===== src/sv/mmsl_pkg.sv =====
package mmsl_pkg;

    // Value width as the cells carry it; DATA_BITS only sets the saturation range.
    localparam int DATA_BITS  = 32;
    localparam int SAT_BITS   = (DATA_BITS < 32) ? DATA_BITS : 32;
    localparam int VAL_W      = 32;
    localparam int ALPHA_W    = 16;
    localparam int ALPHA_FRAC = 12;
    // |slope| * alpha >> 12 keeps this many bits.
    localparam int MAG_W      = VAL_W + ALPHA_W - ALPHA_FRAC;
    // 2*diff << 16 over the width sum: the numerator sits 17 bits up.
    localparam int NUM_SHIFT  = 17;
    localparam int DIV_STEPS  = 32;
    localparam int CNT_W      = $clog2(DIV_STEPS);
    // Overflow test: quotient >= 2^DIV_STEPS when mag >= den << PRE_SHIFT.
    localparam int PRE_SHIFT  = DIV_STEPS - NUM_SHIFT;

    localparam logic [15:0] ALPHA_RESET = 16'd4096;

    typedef enum logic {
        CFG_LIMIT_MODE = 1'b0,
        CFG_ALPHA_GAIN = 1'b1
    } t_cfg_index;

    typedef enum logic [1:0] {
        FILL_IDLE  = 2'd0,
        FILL_GHOST = 2'd1,
        FILL_HELD  = 2'd2
    } t_fill;

    typedef enum logic [3:0] {
        ST_IDLE,
        ST_PREP,
        ST_CHECK,
        ST_DIV,
        ST_FIX,
        ST_POST,
        ST_SCALE_L,
        ST_SCALE_R,
        ST_LIMIT
    } t_state;

    typedef struct packed {
        logic signed [VAL_W-1:0] cell_value;
        logic [VAL_W-1:0]        cell_width;
        logic signed [VAL_W-1:0] old_slope;
        logic                    first_cell;
        logic                    last_cell;
    } t_in_item;

    typedef struct packed {
        logic signed [VAL_W-1:0] slope;
        logic                    run_end;
    } t_out_item;

endpackage


===== src/sv/minmod_slope_limiter_unit.sv =====
// Each divided difference is formed by a 32-step restoring radix-2 divider; the divider is
// skipped when the difference is zero or the quotient saturates. Bound mode adds two alpha
// scaling states. The input stalls until the current item is finished, so the unit takes no
// new item while busy. The first real cell of a run is divided but gives no result; start,
// ignored and empty-run items are taken in the idle state without entering the sequencer.
// Reset (synchronous, active low) clears the sequencer, run fill and output valid, sets
// limit_mode to 0 and alpha_gain to 4096.
module minmod_slope_limiter_unit
    import mmsl_pkg::*;
(
    input  logic       i_clk,
    input  logic       i_rst_n,
    input  logic       i_in_valid,
    output logic       o_in_stall,
    input  t_in_item   i_in_item,
    output logic       o_out_valid,
    input  logic       i_out_stall,
    output t_out_item  o_out_item,
    input  logic       i_cfg_we,
    input  logic       i_cfg_index,
    input  logic [15:0] i_cfg_data
);

    function automatic logic [VAL_W-1:0] abs_val(input logic signed [VAL_W-1:0] s);
        return s[VAL_W-1] ? (~s + VAL_W'(1)) : s;
    endfunction

    // Signed saturation of a sign and magnitude to SAT_BITS, sign-extended to VAL_W.
    function automatic logic [VAL_W-1:0] sat_mag(input logic neg,
                                                 input logic [MAG_W-1:0] mag);
        logic [MAG_W-1:0] lim;
        logic [MAG_W-1:0] val;
        lim = MAG_W'(1) << (SAT_BITS - 1);
        if (!neg && mag >= lim)
            val = lim - MAG_W'(1);
        else if (neg && mag > lim)
            val = -lim;
        else
            val = neg ? -mag : mag;
        return val[VAL_W-1:0];
    endfunction

    t_state                  r_state, n_state;
    t_fill                   r_fill;
    logic                    r_limit_mode;
    logic [ALPHA_W-1:0]      r_alpha_gain;
    logic                    r_out_valid;
    t_out_item               r_out_item;

    logic signed [VAL_W-1:0] r_prev_value;
    logic [VAL_W-1:0]        r_prev_width;
    logic signed [VAL_W-1:0] r_left_slope;
    logic signed [VAL_W-1:0] r_held_old;
    t_in_item                r_cur;

    logic                    r_neg;
    logic [VAL_W:0]          r_mag;
    logic [VAL_W:0]          r_den;
    logic [VAL_W:0]          r_rem;
    logic [VAL_W-1:0]        r_num;
    logic [DIV_STEPS-1:0]    r_quo;
    logic [CNT_W-1:0]        r_cnt;
    logic signed [VAL_W-1:0] r_d;
    logic                    r_sa, r_sb;
    logic [MAG_W-1:0]        r_ma, r_mb;

    logic                    s_in_stall;
    logic                    in_xfer;
    logic                    out_free;
    logic signed [VAL_W:0]   diff;
    logic                    ovf;
    logic [VAL_W+1:0]        trial;
    logic                    ge;
    logic [VAL_W+1:0]        trial_sub;
    logic [VAL_W:0]          rem_next;
    logic [VAL_W-1:0]        mul_in;
    logic [VAL_W+ALPHA_W-1:0] prod;
    logic [MAG_W-1:0]        mc;
    logic                    c_neg;
    logic                    a_nz, b_nz, c_nz;
    logic                    all_pos, all_neg;
    logic [MAG_W-1:0]        mab, mres;
    logic [VAL_W-1:0]        slope;

    assign in_xfer  = i_in_valid && !s_in_stall;
    assign out_free = !r_out_valid || !i_out_stall;

    // Divided-difference front end.
    assign diff = {r_cur.cell_value[VAL_W-1], r_cur.cell_value}
                - {r_prev_value[VAL_W-1], r_prev_value};
    assign ovf  = {(VAL_W+PRE_SHIFT)'(r_mag)} >= {r_den, PRE_SHIFT'(0)};

    // One restoring step per cycle.
    assign trial     = {r_rem, r_num[VAL_W-1]};
    assign ge        = trial >= {1'b0, r_den};
    assign trial_sub = trial - {1'b0, r_den};
    assign rem_next  = ge ? trial_sub[VAL_W:0] : trial[VAL_W:0];

    // Shared alpha multiplier for both scaled slopes.
    assign mul_in = (r_state == ST_SCALE_L) ? r_ma[VAL_W-1:0] : r_mb[VAL_W-1:0];
    assign prod   = mul_in * r_alpha_gain;

    // Minmod over sign and magnitude; the third argument counts in bound mode only.
    assign c_neg   = r_held_old[VAL_W-1];
    assign mc      = MAG_W'(abs_val(r_held_old));
    assign a_nz    = r_ma != '0;
    assign b_nz    = r_mb != '0;
    assign c_nz    = mc != '0;
    assign all_pos = !r_sa && a_nz && !r_sb && b_nz && (!r_limit_mode || (!c_neg && c_nz));
    assign all_neg = r_sa && a_nz && r_sb && b_nz && (!r_limit_mode || (c_neg && c_nz));
    assign mab     = (r_ma < r_mb) ? r_ma : r_mb;
    assign mres    = (r_limit_mode && mc < mab) ? mc : mab;
    assign slope   = sat_mag(all_neg, (all_pos || all_neg) ? mres : '0);

    always_ff @(posedge i_clk) begin
        if (!i_rst_n) begin
            r_state <= ST_IDLE;
        end else begin
            r_state <= n_state;
        end
    end

    always_comb begin
        n_state    = r_state;
        s_in_stall = 1'b1;
        unique case (r_state)
            ST_IDLE: begin
                s_in_stall = 1'b0;
                if (in_xfer && !i_in_item.first_cell && r_fill != FILL_IDLE
                    && !(r_fill == FILL_GHOST && i_in_item.last_cell)) begin
                    n_state = ST_PREP;
                end
            end
            ST_PREP:  n_state = ST_CHECK;
            ST_CHECK: n_state = (r_mag == '0 || ovf) ? ST_POST : ST_DIV;
            ST_DIV: begin
                if (r_cnt == CNT_W'(DIV_STEPS - 1))
                    n_state = ST_FIX;
            end
            ST_FIX: n_state = ST_POST;
            ST_POST: begin
                if (r_fill == FILL_GHOST)
                    n_state = ST_IDLE;
                else
                    n_state = r_limit_mode ? ST_SCALE_L : ST_LIMIT;
            end
            ST_SCALE_L: n_state = ST_SCALE_R;
            ST_SCALE_R: n_state = ST_LIMIT;
            ST_LIMIT: begin
                if (out_free)
                    n_state = ST_IDLE;
            end
            default: n_state = ST_IDLE;
        endcase
    end

    // Control state, configuration and output valid.
    always_ff @(posedge i_clk) begin
        if (!i_rst_n) begin
            r_fill       <= FILL_IDLE;
            r_limit_mode <= 1'b0;
            r_alpha_gain <= ALPHA_RESET;
            r_out_valid  <= 1'b0;
        end else begin
            if (i_cfg_we) begin
                unique case (t_cfg_index'(i_cfg_index))
                    CFG_LIMIT_MODE: r_limit_mode <= i_cfg_data[0];
                    CFG_ALPHA_GAIN: r_alpha_gain <= i_cfg_data;
                    default: ;
                endcase
            end
            if (r_state == ST_IDLE && in_xfer) begin
                if (i_in_item.first_cell)
                    r_fill <= FILL_GHOST;
                else if (r_fill == FILL_GHOST && i_in_item.last_cell)
                    r_fill <= FILL_IDLE;
            end else if (r_state == ST_POST && r_fill == FILL_GHOST) begin
                r_fill <= FILL_HELD;
            end else if (r_state == ST_LIMIT && out_free && r_cur.last_cell) begin
                r_fill <= FILL_IDLE;
            end
            if (r_state == ST_LIMIT && out_free)
                r_out_valid <= 1'b1;
            else if (r_out_valid && !i_out_stall)
                r_out_valid <= 1'b0;
        end
    end

    // Datapath.
    always_ff @(posedge i_clk) begin
        case (r_state)
            ST_IDLE: begin
                if (in_xfer) begin
                    r_cur <= i_in_item;
                    if (i_in_item.first_cell) begin
                        r_prev_value <= i_in_item.cell_value;
                        r_prev_width <= i_in_item.cell_width;
                    end
                end
            end
            ST_PREP: begin
                r_neg <= diff[VAL_W];
                r_mag <= diff[VAL_W] ? -diff : diff;
                r_den <= {1'b0, r_prev_width} + {1'b0, r_cur.cell_width};
            end
            ST_CHECK: begin
                // Zero difference gives zero; an oversized quotient (or zero width) saturates.
                if (r_mag == '0)
                    r_d <= '0;
                else if (ovf)
                    r_d <= sat_mag(r_neg, '1);
                r_rem <= (VAL_W+1)'(r_mag[VAL_W:PRE_SHIFT]);
                r_num <= {r_mag[PRE_SHIFT-1:0], NUM_SHIFT'(0)};
                r_cnt <= '0;
            end
            ST_DIV: begin
                r_rem <= rem_next;
                r_num <= r_num << 1;
                r_quo <= {r_quo[DIV_STEPS-2:0], ge};
                r_cnt <= r_cnt + CNT_W'(1);
            end
            ST_FIX: begin
                r_d <= sat_mag(r_neg, MAG_W'(r_quo));
            end
            ST_POST: begin
                if (r_fill == FILL_GHOST) begin
                    r_left_slope <= r_d;
                    r_held_old   <= r_cur.old_slope;
                    r_prev_value <= r_cur.cell_value;
                    r_prev_width <= r_cur.cell_width;
                end else begin
                    r_sa <= r_left_slope[VAL_W-1];
                    r_ma <= MAG_W'(abs_val(r_left_slope));
                    r_sb <= r_d[VAL_W-1];
                    r_mb <= MAG_W'(abs_val(r_d));
                end
            end
            ST_SCALE_L: r_ma <= prod[VAL_W+ALPHA_W-1:ALPHA_FRAC];
            ST_SCALE_R: r_mb <= prod[VAL_W+ALPHA_W-1:ALPHA_FRAC];
            ST_LIMIT: begin
                if (out_free) begin
                    r_out_item.slope   <= slope;
                    r_out_item.run_end <= r_cur.last_cell;
                    // Advance the window unless the run ends here.
                    if (!r_cur.last_cell) begin
                        r_left_slope <= r_d;
                        r_held_old   <= r_cur.old_slope;
                        r_prev_value <= r_cur.cell_value;
                        r_prev_width <= r_cur.cell_width;
                    end
                end
            end
            default: ;
        endcase
    end

    assign o_in_stall  = s_in_stall;
    assign o_out_valid = r_out_valid;
    assign o_out_item  = r_out_item;

endmodule


===== config.mk =====
export PLATFORM = sky130hd
export DESIGN_NAME = minmod_slope_limiter_unit
export DESIGN_NICKNAME = d
export VERILOG_FILES = /design/src/sv/mmsl_pkg.sv /design/src/sv/minmod_slope_limiter_unit.sv
export SDC_FILE = /design/constraint.sdc
export NUM_CORES = 2
export LEC_CHECK = 0
export BUFFER_PORTS_ARGS = -buffer_cell sky130_fd_sc_hd__buf_2
export CORE_MARGIN = 3
export CORE_UTILIZATION = 49
export DETAILED_ROUTE_END_ITERATION = 8
export GPL_TIMING_DRIVEN = 0
export PLACE_DENSITY = 0.65
export SYNTH_ARGS = -nofsm -noshare
export SYNTH_HDL_FRONTEND = slang
export SYNTH_SLANG_ARGS = --single-unit

===== constraint.sdc =====
create_clock -name i_clk -period 16.1 [get_ports i_clk]
set_input_delay 2.415 -clock i_clk [delete_from_list [all_inputs] [get_ports i_clk]]
set_output_delay 2.415 -clock i_clk [all_outputs]
set_load 0.01 [all_outputs]

==> impl_metrics.ini <==
[worst_setup_path]
crit_type = flip-flop to flip-flop
slowest_delay_ps = 1080
cpMostUsedCell = fa_1
worstPathMaxFanout = 10
start_kind = flip-flop
crit_required_ps = 16520
arrival_ps = 11680
cp-end-kind = flip-flop
crit_slowest_cell = nor4bb_1

[global_routing]
antenna_found_initial = 5
grt_usage = 0.271
grt_pass1_vias = 37300
grt_max_degree = 66
grt_remaining_overflow = 0
grt_pass1_wl_microns = 216000

[timing]
timing.final.crit_share = 0.699
maxSlewViolCount = 0
worstMarginPinSlew_ps = 1480
tns_ps = 0
setup_violations = 0
fmax_ghz = 0.0888
finalHoldViolations = 0
finClkSkew_ps = 60.8
rsz0062_at_grt = false
holdWs_ps = 418
fin_crit_ps = 11260
maxSlewHeadroom = 0.00351

[floorplan]
die_w_microns = 320
die_area_sq_mm = 0.102
rows = 114
start_util = 0.496
ios = 155
fp.dieH_microns = 320
core_area_sq_mm = 0.0971

[power]
p_leak_nw = 21.9
peakVddDrop_uv = 117
p_total_w = 0.00554
power_density_mw_per_mm2 = 105

[finish]
stdcell_count = 6481
num-fill-cells = 8719
final_common_cell = nand2_1
syn_to_final_growth_pct = 9.46
layout-drive-gt1-share = 0.0819
mostFrequentLayoutCells = nand2_1 (667), inv_1 (611), edfxtp_1 (516), fa_1 (420), ha_1 (306)
final_nets = 5999

[hold_path]
min_path_type = flip-flop to flip-flop

[clock_network]
postCtsSetupBuffers = 0
hold_buffers = 0
ctsRootBufferMaster = clkbuf_16
cts_resized = 0
cts_tree = yes
clock_sink_count = 540
cts.path.max_buffers = 3
clk_latency_ps = 690
h-tree-depth = 2
cts_buffers = 60
clkTransAtPathRegs_ps = 60

[synthesis]
synth-main-ff-cell = edfxtp_1
ys.warnings.count = 0
ys_seq_area_frac = 0.331
synth_cell_types = 101
ys_async_sr_fraction = 0
syn-cell-area_sq_mm = 0.0482
synth_edf_count = 516
syn-instance-count = 4922
synth_nets = 5768
synth_seq_cells = 540
syn_area_per_cell_sq_um = 9.80

[route]
drc = 0
totalWireLength_microns = 137000
avgViaCountPerCell = 5.75
wl_per_cell_microns = 21.2
dr.pass1.iters = 9
routed-via-count = 37300
drtIter0Drc = 3153
drtAntennaViolNets = 0

[placed_design]
gp_congestion = 1.02
placed_cells = 6367
dp_hpwl_microns = 111000
port-buffer-count = 154

[outcome]
status = complete, but fails checks
violations = max-capacitance violations

[run]
maxCapViolCount = 1
[per-layer routing]
| layer | vias to the layer above | part of all wire | GRT usage | wire length (microns) |
|---|---|---|---|---|
| met5 | - | 0 | 0 | 0 |
| met4 | 0 | 0.049 | 0.114 | 6730 |
| met3 | 322 | 0.077 | 0.0468 | 10600 |
| met2 | 1357 | 0.47 | 0.449 | 64700 |
| met1 | 18100 | 0.40 | 0.352 | 55300 |
| li1 | 17400 | - | - | - |
[layout make-up]
| cell class | count | area [sq um] | area share |
|---|---|---|---|
| Timing Repair Buffer | 169 | 1030 | 0.0195 |
| Sequential cell | 540 | 16000 | 0.303 |
| Inverter | 615 | 2310 | 0.0438 |
| Clock buffer | 75 | 1580 | 0.0299 |
| Antenna cell | 3 | 7.51 | 0.000142 |
| Buffer | 207 | 812 | 0.0154 |
| Multi-Input combinational cell | 3560 | 29200 | 0.553 |
| Clock inverter | 36 | 289 | 0.00548 |
| Tap cell | 1276 | 1600 | 0.0303 |
[sequential cells by signal (all words and copies together), names as in the netlist]
register / count
r_ma: 36
r_rem: 33
r_neg: 1
r_prev_value: 32
r_mb: 36
r_left_slope: 32
r_quo: 32
r_fill: 2
r_d: 32
r_den: 33
r_mag: 33
r_prev_width: 32
r_sb: 1
r_cur: 97
r_limit_mode: 1
r_held_old: 32
r_cnt: 5
r_alpha_gain: 16
r_num: 15
o_out_valid: 1
o_out_item: 33
r_sa: 1
r_state: 4
[worst max-delay path: cells and delay by family, from the launching register on]
| kind | cells | cell delay [ps] |
|---|---|---|
| compound gates | 11 | 3190 |
| xor+xnor | 1 | 220 |
| fa+ha+maj | 7 | 3540 |
| buf+inv | 8 | 2300 |
| flops | 1 | 300 |
| simple gates | 4 | 1420 |
[final timing paths]
check | startpoint | end | slack [ps] | cells past startpoint
max | r_state[1] | r_ma[35] | 4840 | 31
min | r_cur[23] | r_held_old[21] | 420 | 0
max reg2reg | r_state[1] | r_ma[35] | 4840 | 31
min reg2reg | r_cur[23] | r_held_old[21] | 420 | 0
[cell usage after synthesis, drive strengths merged (11+ instances only)]
library cell | count | area [sq um]
mux2 | 73 | 822
nand3 | 70 | 355
ha | 306 | 3830
nand2 | 670 | 2520
or4 | 28 | 218
a211oi | 26 | 200
a21boi | 28 | 210
fa | 420 | 8410
or2 | 24 | 150
o21ai | 263 | 1320
o41ai | 27 | 251
and3 | 21 | 131
o2111ai | 12 | 105
nand3b | 11 | 82.6
nor4 | 45 | 294
and2 | 182 | 1140
xnor2 | 145 | 1270
nand4 | 41 | 257
nand2b | 28 | 175
o21a | 37 | 278
inv | 613 | 2300
nor2b | 25 | 156
nor2 | 232 | 871
o211ai | 22 | 170
dfxtp | 24 | 480
or3 | 43 | 274
edfxtp | 516 | 15500
a21oi | 226 | 1130
a21o | 87 | 654
buf | 31 | 150
xor2 | 91 | 797
nor3 | 80 | 412
o221a | 17 | 191
o31ai | 46 | 345
a2111oi | 11 | 115
o21bai | 11 | 82.6
a31oi | 32 | 206
clkbuf | 176 | 661
mux2i | 50 | 500
[cell families (layout without fill, tap and decap cells)]
family,after synthesis,count (layout),synth area share
AND/OR/NAND/NOR,1535,1535,0.153
AO/OA/AOI/OAI,940,940,0.127
buffers and inverters,822,1102,0.0647
adder cells (fa/ha/maj),726,726,0.254
flip-flops,540,540,0.331
XOR/XNOR,236,236,0.0429
multiplexers,123,123,0.0274
other,0,3,0
[through the flow]
stage / worst slack [ps] / util / cell area [sq um]
3_3_place_gp: 3620 / 0.521 / 50600
2_1_floorplan: 6720 / - / 48200
5_1_grt: 4190 / 0.543 / 52800
6_report: 4840 / 0.543 / 52800
3_5_place_dp: 5040 / 0.524 / 50900
4_1_cts: 4990 / 0.543 / 52800
[power by group]
part	switching, W	leakage, nW	internal [W]
logic	0.00139	16.1	0.000906
registers	0.0000975	4.92	0.00184
clock network	0.000591	0.889	0.000715
Note: power is estimated with default switching activity, not from simulation.
